[config.mk]
export PLATFORM = sky130hd
export DESIGN_NAME = per_bin_min_max_mean_stats
export DESIGN_NICKNAME = d
export VERILOG_FILES = /design/src/rtl/pbmms_pkg.sv /design/src/rtl/per_bin_min_max_mean_stats.sv
export SDC_FILE = /design/constraint.sdc
export NUM_CORES = 1
export LEC_CHECK = 0
export ABC_AREA = 0
export BUFFER_PORTS_ARGS = -buffer_cell sky130_fd_sc_hd__buf_2
export CAP_MARGIN = 25
export CORE_ASPECT_RATIO = 1.1
export CORE_UTILIZATION = 45
export CTS_CLUSTER_SIZE = 12
export DETAILED_ROUTE_END_ITERATION = 8
export GPL_ROUTABILITY_DRIVEN = 1
export PLACE_DENSITY = 0.66
export SETUP_SLACK_MARGIN = 0.05
export SYNTH_ARGS = -nofsm -noshare
export SYNTH_HDL_FRONTEND = slang
export SYNTH_SLANG_ARGS = --single-unit
[constraint.sdc]
create_clock -name clk -period 6.9 [get_ports clk]
set_input_delay 0.345 -clock clk [delete_from_list [all_inputs] [get_ports clk]]
set_output_delay 0.345 -clock clk [all_outputs]
set_load 0.005 [all_outputs]
[src/rtl/pbmms_pkg.sv]
// ---------------------------------------------------------------------------
// pbmms_pkg
// Constants and the control state type of the binned statistics block.
// ---------------------------------------------------------------------------
`timescale 1ns / 1ps

package pbmms_pkg;

	// Item kinds on the input tuser bit
	localparam logic ACT_RECORD = 1'b0;
	localparam logic ACT_REPORT = 1'b1;

	// Bin layout
	localparam logic [3:0] FIRST_MONTH = 4'd1;
	localparam logic [3:0] LAST_MONTH  = 4'd12;

	// Start values of the running extremes
	localparam logic signed [7:0] MIN_START = 8'sd99;
	localparam logic signed [7:0] MAX_START = -8'sd99;

	// Field widths fixed by the item formats
	localparam int TEMP_W  = 8;
	localparam int OCNT_W  = 16;
	localparam int QUO_W   = 8;

	// Control sequencer
	typedef enum logic [2:0] {
		ST_IDLE,
		ST_YEAR,
		ST_MONTH,
		ST_LOOKUP,
		ST_DIV,
		ST_PUT
	} state_t;

endpackage

[src/rtl/per_bin_min_max_mean_stats.sv]
// ---------------------------------------------------------------------------
// per_bin_min_max_mean_stats
// Running count, sum, minimum and maximum of temperature samples in one year
// bin (bin 0) and twelve month bins, with per-bin reports of count, mean,
// minimum and maximum.
//
// Each bin lives in one entry of a single-port-read, single-port-write
// memory with a registered read; per-entry valid bits make an unwritten
// entry read as an empty bin, so no clearing pass is needed after reset.
// A record item is read-modify-written first into the year bin and then,
// if its month is in range, into its month bin. A report of a filled bin
// forms its mean with the 8-step restoring divider; a report of an empty
// or unknown bin skips the divider. A report result waits in the output
// register while the next items are taken; a second report stalls only if
// the first result is still not taken.
// ---------------------------------------------------------------------------
`timescale 1ns / 1ps

module per_bin_min_max_mean_stats
	import pbmms_pkg::*;
#(
	parameter int NUM_BINS    = 13,
	parameter int COUNT_WIDTH = 16
) (
	input  logic        clk,
	input  logic        arst_n,

	input  logic        s_axis_tvalid,
	output logic        s_axis_tready,
	input  logic [15:0] s_axis_tdata,  // month[3:0], temperature[11:4], bin_select[15:12]
	input  logic        s_axis_tuser,  // action[0]

	output logic        m_axis_tvalid,
	input  logic        m_axis_tready,
	output logic [39:0] m_axis_tdata,  // sample_count[15:0], average_value[23:16],
	                                   // min_value[31:24], max_value[39:32]
	output logic        m_axis_tuser   // bin_empty[0]
);

	localparam int AW      = (NUM_BINS > 1) ? $clog2(NUM_BINS) : 1;
	localparam int SUM_W   = COUNT_WIDTH + TEMP_W;
	localparam int ENTRY_W = SUM_W + COUNT_WIDTH + 2 * TEMP_W;
	// Entry layout from the top: sum, count, min, max
	localparam int MAX_LO  = 0;
	localparam int MIN_LO  = TEMP_W;
	localparam int CNT_LO  = 2 * TEMP_W;
	localparam int SUM_LO  = CNT_LO + COUNT_WIDTH;
	localparam logic [6:0] NUM_BINS_C = 7'(NUM_BINS);
	localparam logic [AW-1:0] YEAR_ADDR = '0;
	localparam logic [$clog2(QUO_W)-1:0] LAST_STEP = '1;

	// Input item fields
	logic        [3:0]        in_month;
	logic signed [TEMP_W-1:0] in_temp;
	logic        [3:0]        in_sel;
	logic                     in_accept;
	logic                     in_month_ok;
	logic                     in_sel_ok;

	// Item registers
	logic        [AW-1:0]     month_addr_q;
	logic                     month_ok_q;
	logic                     sel_ok_q;
	logic signed [TEMP_W-1:0] temp_q;

	// Sequencer
	state_t state_q, state_d;

	// Memory and its valid bits
	logic [ENTRY_W-1:0] mem [NUM_BINS];
	logic [NUM_BINS-1:0] vld_q;
	logic               rd_en;
	logic [AW-1:0]      rd_addr;
	logic [ENTRY_W-1:0] rdata_s1;
	logic               rvld_s1;
	logic               wr_en;
	logic [AW-1:0]      wr_addr;
	logic [ENTRY_W-1:0] wdata;

	// Current entry, updated entry
	logic signed [SUM_W-1:0]       cur_sum;
	logic        [COUNT_WIDTH-1:0] cur_cnt;
	logic signed [TEMP_W-1:0]      cur_min;
	logic signed [TEMP_W-1:0]      cur_max;
	logic                          cur_sat;
	logic signed [SUM_W-1:0]       new_sum;
	logic signed [TEMP_W-1:0]      new_min;
	logic signed [TEMP_W-1:0]      new_max;

	// Report path
	logic                          lookup_empty;
	logic        [SUM_W-1:0]       sum_mag;
	logic        [COUNT_WIDTH-1:0] rep_cnt_q;
	logic signed [TEMP_W-1:0]      rep_min_q;
	logic signed [TEMP_W-1:0]      rep_max_q;
	logic                          rep_empty_q;
	logic                          rep_neg_q;
	logic        [SUM_W-1:0]       rem_q;
	logic        [SUM_W-1:0]       dvs_q;
	logic        [QUO_W-1:0]       quo_q;
	logic        [$clog2(QUO_W)-1:0] step_q;
	logic                          rem_ge;
	logic signed [TEMP_W-1:0]      avg;

	// Output register
	logic        out_free;
	logic        out_load;
	logic        m_tvalid_q;
	logic [39:0] m_tdata_q;
	logic        m_tuser_q;

	// Input unpacking and range checks
	assign in_month  = s_axis_tdata[3:0];
	assign in_temp   = s_axis_tdata[11:4];
	assign in_sel    = s_axis_tdata[15:12];
	assign in_accept = s_axis_tvalid && s_axis_tready;
	assign in_month_ok = (in_month >= FIRST_MONTH) && (in_month <= LAST_MONTH) &&
		({3'b000, in_month} < NUM_BINS_C);
	assign in_sel_ok = (in_sel <= LAST_MONTH) && ({3'b000, in_sel} < NUM_BINS_C);

	// Capture the item on accept
	always_ff @(posedge clk) begin
		if (in_accept) begin
			month_addr_q <= AW'(in_month);
			month_ok_q   <= in_month_ok;
			sel_ok_q     <= in_sel_ok;
			temp_q       <= in_temp;
		end
	end

	// Sequencer state register
	always_ff @(posedge clk or negedge arst_n) begin
		if (!arst_n) begin
			state_q <= ST_IDLE;
		end else begin
			state_q <= state_d;
		end
	end

	// Next state
	always_comb begin
		state_d = state_q;
		case (state_q)
			ST_IDLE: begin
				if (in_accept) begin
					state_d = (s_axis_tuser == ACT_REPORT) ? ST_LOOKUP : ST_YEAR;
				end
			end
			ST_YEAR:   state_d = month_ok_q ? ST_MONTH : ST_IDLE;
			ST_MONTH:  state_d = ST_IDLE;
			ST_LOOKUP: state_d = lookup_empty ? ST_PUT : ST_DIV;
			ST_DIV:    state_d = (step_q == LAST_STEP) ? ST_PUT : ST_DIV;
			ST_PUT:    state_d = out_free ? ST_IDLE : ST_PUT;
			default:   state_d = ST_IDLE;
		endcase
	end

	// Sequencer outputs
	always_comb begin
		s_axis_tready = 1'b0;
		rd_en         = 1'b0;
		rd_addr       = YEAR_ADDR;
		wr_en         = 1'b0;
		wr_addr       = YEAR_ADDR;
		out_load      = 1'b0;
		case (state_q)
			ST_IDLE: begin
				s_axis_tready = 1'b1;
				if (s_axis_tuser == ACT_REPORT) begin
					rd_en   = in_accept && in_sel_ok;
					rd_addr = in_sel_ok ? AW'(in_sel) : YEAR_ADDR;
				end else begin
					rd_en   = in_accept;
				end
			end
			ST_YEAR: begin
				wr_en   = !cur_sat;
				rd_en   = month_ok_q;
				rd_addr = month_addr_q;
			end
			ST_MONTH: begin
				wr_en   = !cur_sat;
				wr_addr = month_addr_q;
			end
			ST_PUT: begin
				out_load = out_free;
			end
			default: begin
			end
		endcase
	end

	// Bin memory: registered read, one write port
	always_ff @(posedge clk) begin
		if (rd_en) begin
			rdata_s1 <= mem[rd_addr];
		end
		if (wr_en) begin
			mem[wr_addr] <= wdata;
		end
	end

	// Valid bits: an entry never written reads as an empty bin
	always_ff @(posedge clk or negedge arst_n) begin
		if (!arst_n) begin
			vld_q   <= '0;
			rvld_s1 <= 1'b0;
		end else begin
			if (rd_en) begin
				rvld_s1 <= vld_q[rd_addr];
			end
			if (wr_en) begin
				vld_q[wr_addr] <= 1'b1;
			end
		end
	end

	// Entry decode, empty-bin values for an unwritten entry
	always_comb begin
		if (rvld_s1) begin
			cur_sum = rdata_s1[SUM_LO +: SUM_W];
			cur_cnt = rdata_s1[CNT_LO +: COUNT_WIDTH];
			cur_min = rdata_s1[MIN_LO +: TEMP_W];
			cur_max = rdata_s1[MAX_LO +: TEMP_W];
		end else begin
			cur_sum = '0;
			cur_cnt = '0;
			cur_min = MIN_START;
			cur_max = MAX_START;
		end
	end

	// Sample update of the entry just read
	assign cur_sat = &cur_cnt;
	assign new_sum = cur_sum + {{(SUM_W - TEMP_W){temp_q[TEMP_W-1]}}, temp_q};
	assign new_min = (temp_q < cur_min) ? temp_q : cur_min;
	assign new_max = (temp_q > cur_max) ? temp_q : cur_max;
	assign wdata   = {new_sum, cur_cnt + 1'b1, new_min, new_max};

	// Report lookup: magnitude and sign of the sum for the divider
	assign lookup_empty = !sel_ok_q || (cur_cnt == '0);
	assign sum_mag = cur_sum[SUM_W-1] ? (~cur_sum + 1'b1) : cur_sum;
	assign rem_ge  = (rem_q >= dvs_q);

	// Report datapath and restoring divider, one quotient bit per cycle
	always_ff @(posedge clk) begin
		if (state_q == ST_LOOKUP) begin
			rep_empty_q <= lookup_empty;
			rep_neg_q   <= cur_sum[SUM_W-1];
			rem_q       <= sum_mag;
			dvs_q       <= {1'b0, cur_cnt, {(QUO_W - 1){1'b0}}};
			quo_q       <= '0;
			if (lookup_empty) begin
				rep_cnt_q <= '0;
				rep_min_q <= MIN_START;
				rep_max_q <= MAX_START;
			end else begin
				rep_cnt_q <= cur_cnt;
				rep_min_q <= cur_min;
				rep_max_q <= cur_max;
			end
		end else if (state_q == ST_DIV) begin
			if (rem_ge) begin
				rem_q <= rem_q - dvs_q;
			end
			quo_q <= {quo_q[QUO_W-2:0], rem_ge};
			dvs_q <= dvs_q >> 1;
		end
	end

	// Divider step count
	always_ff @(posedge clk or negedge arst_n) begin
		if (!arst_n) begin
			step_q <= '0;
		end else if (state_q == ST_LOOKUP) begin
			step_q <= '0;
		end else if (state_q == ST_DIV) begin
			step_q <= step_q + 1'b1;
		end
	end

	// Signed mean, truncated toward zero
	always_comb begin
		if (rep_empty_q) begin
			avg = '0;
		end else if (rep_neg_q) begin
			avg = -$signed(quo_q);
		end else begin
			avg = $signed(quo_q);
		end
	end

	// Output register
	assign out_free = !m_tvalid_q || m_axis_tready;

	always_ff @(posedge clk or negedge arst_n) begin
		if (!arst_n) begin
			m_tvalid_q <= 1'b0;
		end else if (out_load) begin
			m_tvalid_q <= 1'b1;
		end else if (m_axis_tready) begin
			m_tvalid_q <= 1'b0;
		end
	end

	always_ff @(posedge clk) begin
		if (out_load) begin
			m_tdata_q <= {rep_max_q, rep_min_q, avg, OCNT_W'(rep_cnt_q)};
			m_tuser_q <= rep_empty_q;
		end
	end

	assign m_axis_tvalid = m_tvalid_q;
	assign m_axis_tdata  = m_tdata_q;
	assign m_axis_tuser  = m_tuser_q;

endmodule

==> run summary, run 1 <==
Final wirelength = 97600 um
Clock root buffer master = clkbuf_16
Number of port buffers = 63
Initial antenna violation count = 1
CTS Sinks = 949
Clk buf depth = 3
RSZ-0062 raised after global routing = false
Post-route ant nets = 0
N_diodes = 0
WL/cell = 25.8 um
Yosys cell types = 84
Clk slew on worst S/H paths = 0.06 ns
CP Launch Type = register
TritonCTS clock tree = built
CP endpoint kind = register
Vias in the first global route = 22700
Final min period = 5.03 ns
Met2 WL = 48100 um
Cells along the critical path = nand2_1 > inv_1 > ha_1 > nand4_1 > nor3_1 > and4_1 > and4_1 > nand2_1 > and2_1 > nand3b_1 > nor2_4 > buf_4
H-tree levels = 3
Largest net degree at the start of global routing = 114
DRC violations left = 0
GP Congestion = 0.928
Max-slew headroom = 0.281
DP Cell Count = 3597
PostCTS Resize Cnt = 0
Hold Path Class = in -> reg
Critical path class = reg -> reg
VDD IR-drop max = 276 uV
Post-synth ARST share = 0.0221
I/O pin total = 64
Ys flop type = edfxtp_1
# Post-CTS Setup Buffers = 0
Fin. Hold Viols = 0
Syn Nets = 2518
Arrival @ worst endpoint = 5.30 ns
Clock Latency Late Sink = 0.68 ns
Critical path's top delay family = simple AND/OR/NAND/NOR gates
Synthesis-to-finish area growth = 12.5%
CP startpoint = rvld_s1$_DFFE_PN0P_
Status = finished, final reports clean
Via Count = 22400
Initial Util = 0.456
Initial DRC count = 2296
Vert. Die Dim = 315 um
First-pass GRT wire length = 146000 um
CORE AREA = 88000 sq um
Chip width = 287 um
Final Setup Violations = 0
Dpl hpwl = 61800 um
Met1 Routed Length = 40100 um
Fmax = 199 MHz
Total of max-cap violations = 0
Gr ovfl total = 0
Worst path slowest cell = nor2_4
Vias/cell = 5.92
Layout cell share with drive strength beyond 1 = 0.186
Slowest stage delay, CP = 0.94 ns
CTS Buf Count = 95
#FFs+latches synth = 949
Slew Viols, Final = 0
Max Fanout on Critical Path = 34
Pwr/cell area = 485 nW/um^2
Top post-synthesis cells by area = edfxtp_1 68%, mux4_2 9.5%, nand2_1 2.3%
Top layer in use = met4
CP bufs+invs = 2
Cell Area, Synth = 40100 sq um
Tot GR Track Use = 0.218
Final TNS setup = 0 ns
Leak Pwr = 15.0 nW
Clock Skew = 0.0426 ns
Pre-antenna DRT Iters = 6
Reg-to-reg critical path startpoint = rvld_s1$_DFFE_PN0P_
Register area share after synthesis = 0.704
Num rows = 114
EDFF count, synth = 913
Non-Filler Instances = 3778
Hold Startpoint = s_axis_tdata[15]
Post-synth top cells = 913 x edfxtp_1, 245 x nand2_1, 169 x mux4_2
Syn avg cell area = 16.5 sq um
Routed wl met3 = 7040 um
Post-synth top area share = 0.684
Layout Nets = 2645
Worst-Margin Slew = 1.05 ns
Gate Count Post-Synth = 2434
Die Area = 90300 sq um
YS warnings = 0
Worst EP required = 7.18 ns
Top-count cell post-synth = edfxtp_1
Largest area contributor in the netlist = edfxtp_1
Tcrit/Tclk final = 0.728
placed cells by master (no fill, tap or decap), drive strengths merged, types with 7 or more instances in the layout:
cell and count:
a211oi 64, a21o 28, a21oi 68, a31oi 65
a41oi 7, and2 82, and3 14, buf 145
clkbuf 130, clkinv 18, dfrtp 21, dfxtp 15
dlygate4sd3 16, edfxtp 913, ha 61, inv 64
mux2i 26, mux4 169, nand2 246, nand2b 10
nand3 19, nand3b 8, nand4 11, nor2 98
nor2b 10, nor3 14, nor4 9, o21a 12
o21ai 55, o21bai 16, o22ai 28, o31ai 13
or2 11, xnor2 49, xor2 36
flip-flops by register name, summed over array words and instances (netlist names), 3 cells and up:
register and cells:
quo_q 8, dvs_q 23, rep_min_q 8, m_axis_tdata 40
rep_max_q 8, rdata_s1 56, rem_q 24, state_q 3
month_addr_q 4, step_q 3, mem 728, vld_q 13
rep_cnt_q 16, temp_q 8
metal layers:
layer,vias to the layer above,track usage
met1,11600,0.297
met4,0,0.0683
met3,134,0.0345
li1,9784,-
met5,-,0
met2,841,0.362
cells by family (layout without fill, tap and decap cells):
family | after synthesis | count (layout) | share of synthesized area
and+or+nand+nor | 550 | 550 | 0.0649
muxes | 197 | 197 | 0.102
AOI/OAI and AO/OA | 397 | 397 | 0.0676
buffers and inverters | 193 | 377 | 0.0227
xor gates and xnor gates | 85 | 85 | 0.0186
DFF | 949 | 949 | 0.704
adders and majority gates | 63 | 63 | 0.0200
layout make-up:
type | count | area [sq um]
Clock buffer | 130 | 2590
Clock inverter | 24 | 268
Fill cell | 7079 | 42900
Inverter | 62 | 233
Multi-Input combinational cell | 1292 | 11100
Sequential cell | 949 | 28200
Tap cell | 1160 | 1450
Timing Repair Buffer | 161 | 1230
power breakdown:
group	internal, mW	switching (mW)	leakage (nW)
registers	8.53	0.532	8.69
logic	2.81	5.17	4.96
clock network	2.69	2.12	1.38
worst paths after layout:
path | to | slack [ns] | depth (start not counted)
min in group asynchronous | state_q[0]$_DFFE_PN0P_ | 0.21 | 2
min reg2reg | m_axis_tdata[28]$_DFFE_PP_ | 0.42 | 0
max in group asynchronous | vld_q[1]$_DFFE_PN0P_ | 6.26 | 2
max | mem[5][43]$_DFFE_PP_ | 1.87 | 12
max reg2reg | mem[5][43]$_DFFE_PP_ | 1.87 | 12
min | sel_ok_q$_DFFE_PP_ | 0.08 | 2
per-stage QoR:
step                      total power, mW  hold slack, ns  setup slack, ns  utilization  instance area, sq um
after floorplan                      14.0          0.0494             1.26            -                 40100
after global placement               16.7           0.392             2.09        0.475                 41800
after detailed placement             17.0           0.375             1.97        0.477                 42000
after CTS                            21.8          0.0397             1.91        0.511                 45000
after global routing                 22.8          0.0862             1.62        0.512                 45100
final                                21.9          0.0811             1.87        0.512                 45100
what timing repair did:
action	in CTS	in global routing
hold buffers	16	0
hold endpoints to repair	35	0
endpoints found under the setup margin	0	0
No activity file was read; power rests on OpenSTA's default activity.
==> run 2, diff against run 1 <==
ABC_AREA = 1   (was 0)
PLACE_DENSITY = 0.69   (was 0.66)
clock period = 4.3 ns   (was 6.9 ns; I/O delays follow)
==> run 2 against run 1 <==
  * Clock skew fell by 0.013 ns
  * Largest power group unchanged
  * Cell count rose by 30%
  * Sequential share of layout area fell by 1.4 points
  * Flip-flop and latch count did not move
  * Final area rose by 2.2%
  * Via count rose by 25%
  * Maximum frequency rose by 35%
  * Sequential power rose by 66%
  * Synthesized cell count rose by 48%
  * Global-route usage rose by 1.1 points
==> run summary, run 2 <==
Total power = 36.1 mW (was 21.9 mW)
RSZ-0062 raised after global routing = false (unchanged)
Top post-synthesis cells by area = edfxtp_1 66%, nor2_1 4.6%, nand2_1 4.4% (was edfxtp_1 68%, mux4_2 9.5%, nand2_1 2.3%)
Synth Area in Simple Gates = 0.128 (was 0.0649)
Final min period = 3.72 ns (was 5.03 ns)
Ys flop type = edfxtp_1 (unchanged)
N_diodes = 0 (unchanged)
CORE AREA = 91100 sq um (was 88000 sq um)
Tot GR Track Use = 0.229 (was 0.218)
GP Congestion = 0.972 (was 0.928)
Max Fanout on Critical Path = 22 (was 34)
Arrival @ worst endpoint = 4.00 ns (was 5.30 ns)
Filler Cells Inserted = 7815 (was 7079)
Post-route ant nets = 0 (unchanged)
Die Area = 93400 sq um (was 90300 sq um)
Vert. Die Dim = 320 um (was 315 um)
Clock Skew = 0.0299 ns (was 0.0426 ns)
Dpl hpwl = 60700 um (was 61800 um)
Initial antenna violation count = 1 (unchanged)
Commonest cells after routing, fill and taps aside = 913 x edfxtp_1, 488 x nor2_1, 487 x nand2_1 (was 913 x edfxtp_1, 245 x nand2_1, 169 x mux4_2)
Compound-cell area share of the yosys netlist = 0.115 (was 0.0676)
Clk slew on worst S/H paths = 0.06 ns (about the same)
#FFs+latches synth = 949 (unchanged)
Top-count cell post-synth = edfxtp_1 (unchanged)
Syn avg cell area = 11.5 sq um (was 16.5 sq um)
CP Launch Type = register (unchanged)
PostCTS Resize Cnt = 0 (unchanged)
Gr ovfl total = 0 (unchanged)
CTS Sinks = 949 (unchanged)
Hold Path Class = in -> async (was in -> reg)
Via Count = 28000 (was 22400)
Register with the most flip-flops = mem (unchanged)
Chip width = 291 um (was 287 um)
Post-route design area = 46100 sq um (was 45100 sq um)
Post-synthesis mux area share = 0 (was 0.102)
Clock Latency Late Sink = 0.66 ns (was 0.68 ns)
Largest family of logic cells by synthesized area = simple AND/OR/NAND/NOR gates (was multiplexers)
Fin. Hold Viols = 0 (unchanged)
Post-synth top cells = 913 x edfxtp_1, 505 x nor2_1, 488 x nand2_1 (was 913 x edfxtp_1, 245 x nand2_1, 169 x mux4_2)
I/O pin total = 64 (unchanged)
Vias in the first global route = 26600 (was 22700)
Max-slew headroom = 0.186 (was 0.281)
Layout Nets = 3757 (was 2645)
TritonCTS clock tree = built (unchanged)
Post-synth ARST share = 0.0221 (unchanged)
Critical path class = reg -> reg (unchanged)
H-tree levels = 3 (unchanged)
Post-synth top area share = 0.661 (was 0.684)
Synthesis-to-finish area growth = 11.2% (was 12.5%)
Fmax = 269 MHz (was 199 MHz)
Worst EP required = 4.58 ns (was 7.18 ns)
Synth Area in XOR/XNOR = 0.00591 (was 0.0186)
Number of port buffers = 63 (unchanged)
Largest area contributor in the netlist = edfxtp_1 (unchanged)
Final wirelength = 107000 um (was 97600 um)
Placed Area = 43200 sq um (was 42000 sq um)
DRC violations left = 0 (unchanged)
Pre-antenna DRT Iters = 6 (unchanged)
Pwr/cell area = 782 nW/um^2 (was 485 nW/um^2)
Vias/cell = 5.71 (was 5.92)
Status = finished, final reports clean (unchanged)
Largest net degree at the start of global routing = 145 (was 114)
First-pass GRT wire length = 163000 um (was 146000 um)
Gate Count Post-Synth = 3599 (was 2434)
Syn Nets = 3683 (was 2518)
CP endpoint kind = register (unchanged)
Yosys cell types = 52 (was 84)
VDD IR-drop max = 419 uV (was 276 uV)
Commonest non-fill, non-tap cell in the layout = edfxtp_1 (unchanged)
Synth Area in Adders = 0.0194 (was 0.0200)
Slew Viols, Final = 0 (unchanged)
WL/cell = 21.8 um (was 25.8 um)
Final TNS setup = 0 ns (unchanged)
Largest register FFs = 728 (unchanged)
Tcrit/Tclk final = 0.865 (was 0.728)
CTS Buf Count = 94 (was 95)
Initial Util = 0.455 (was 0.456)
Layout cell share with drive strength beyond 1 = 0.0797 (was 0.186)
YS warnings = 0 (unchanged)
EDFF count, synth = 913 (unchanged)
Clk buf depth = 3 (unchanged)
Worst-Margin Slew = 1.21 ns (was 1.05 ns)
Total of max-cap violations = 0 (unchanged)
Clock root buffer master = clkbuf_16 (unchanged)
Leak Pwr = 16.5 nW (was 15.0 nW)
Num rows = 116 (was 114)
Initial DRC count = 3017 (was 2296)
Final Util = 0.506 (was 0.512)
Cell Area, Synth = 41500 sq um (was 40100 sq um)
# Post-CTS Setup Buffers = 0 (unchanged)
Register area share after synthesis = 0.681 (was 0.704)
Final Setup Violations = 0 (unchanged)
-- run 2: cell types whose count changed after synthesis, sizes merged, moves of 43 or more --
cell and delta:
nor2 +416, o21ai +342, nand2 +246, inv +231, o211ai +216, mux4 -169, nand3 +159, and2 -82
a31oi -65, a211oi -63, buf +56, xnor2 -43
-- run 2: cell families after synthesis --
family                     count (synthesis)
buffers and inverters                    466
and+or+nand+nor                         1281
AOI/OAI and AO/OA                        812
DFF                                      949
adders and majority gates                 63
xor gates and xnor gates                  28
-- run 2: final timing paths --
path | slack, ns | startpoint | depth (start not counted) | end
min | 0.09 | arst_n | 2 | rvld_s1$_DFFE_PN0P_
min reg2reg | 0.42 | rep_min_q[4]$_SDFFCE_PP0P_ | 0 | m_axis_tdata[28]$_DFFE_PP_
max | 0.58 | rvld_s1$_DFFE_PN0P_ | 12 | mem[12][0]$_DFFE_PP_
max in group asynchronous | 3.80 | arst_n | 2 | rvld_s1$_DFFE_PN0P_
min in group clk | 0.27 | s_axis_tdata[10] | 2 | temp_q[6]$_DFFE_PP_
max reg2reg | 0.58 | rvld_s1$_DFFE_PN0P_ | 12 | mem[12][0]$_DFFE_PP_
-- run 2: layer usage --
metal  vias up  global-route usage  routed length, um
met1     13700               0.307              44000
li1      13000                   -                  -
met4         2              0.0725               2900
met3       182              0.0308               7760
met5         -                   0                 13
met2      1122               0.388              52200
-- run 2: what timing repair did --
item | in CTS | in global routing
endpoints found under the setup margin | 0 | 0
hold endpoints to repair | 39 | 0
hold buffers | 19 | 0
-- run 2: cell type report --
| class | count | area (sq um) | area share |
|---|---|---|---|
| clock buffer | 126 | 2520 | 0.0547 |
| clock inverter | 22 | 154 | 0.00334 |
| inverter | 295 | 1110 | 0.0242 |
| multi-input combinational | 2184 | 11300 | 0.245 |
| sequential | 949 | 28200 | 0.613 |
| tap | 1180 | 1480 | 0.0320 |
| timing repair buffer | 149 | 1290 | 0.0279 |
-- run 2: critical path, cell delays in order, from the launching register on --
cell and delay, ns:
dfrtp_2 0.59, buf_4 0.28, inv_2 0.12, nor2_1 0.26, ha_1 0.24, nand2_1 0.08, nor2_1 0.15, nand2_1 0.07
nand2_1 0.06, nand2_1 0.04, o21ai_0 0.07, nand2_1 0.32, o21ai_0 1.06
-- run 2: power by group --
| part | switching, mW | total [mW] | internal, mW |
|---|---|---|---|
| clock network | 3.29 | 7.41 | 4.13 |
| registers | 0.610 | 15.0 | 14.3 |
| logic | 10.1 | 13.7 | 3.64 |
| total | 14.0 | 36.1 | 22.1 |
-- run 2: stage by stage --
stage                     worst slack (ns)  hold slack [ns]  cells
after detailed placement             0.717            0.248   4734
final                                0.580           0.0903   4905
after CTS                            0.675           0.0864   4901
after global placement               0.885            0.240   4732
after global routing                 0.261            0.135   4905
after floorplan                     -0.776          -0.0806   3599
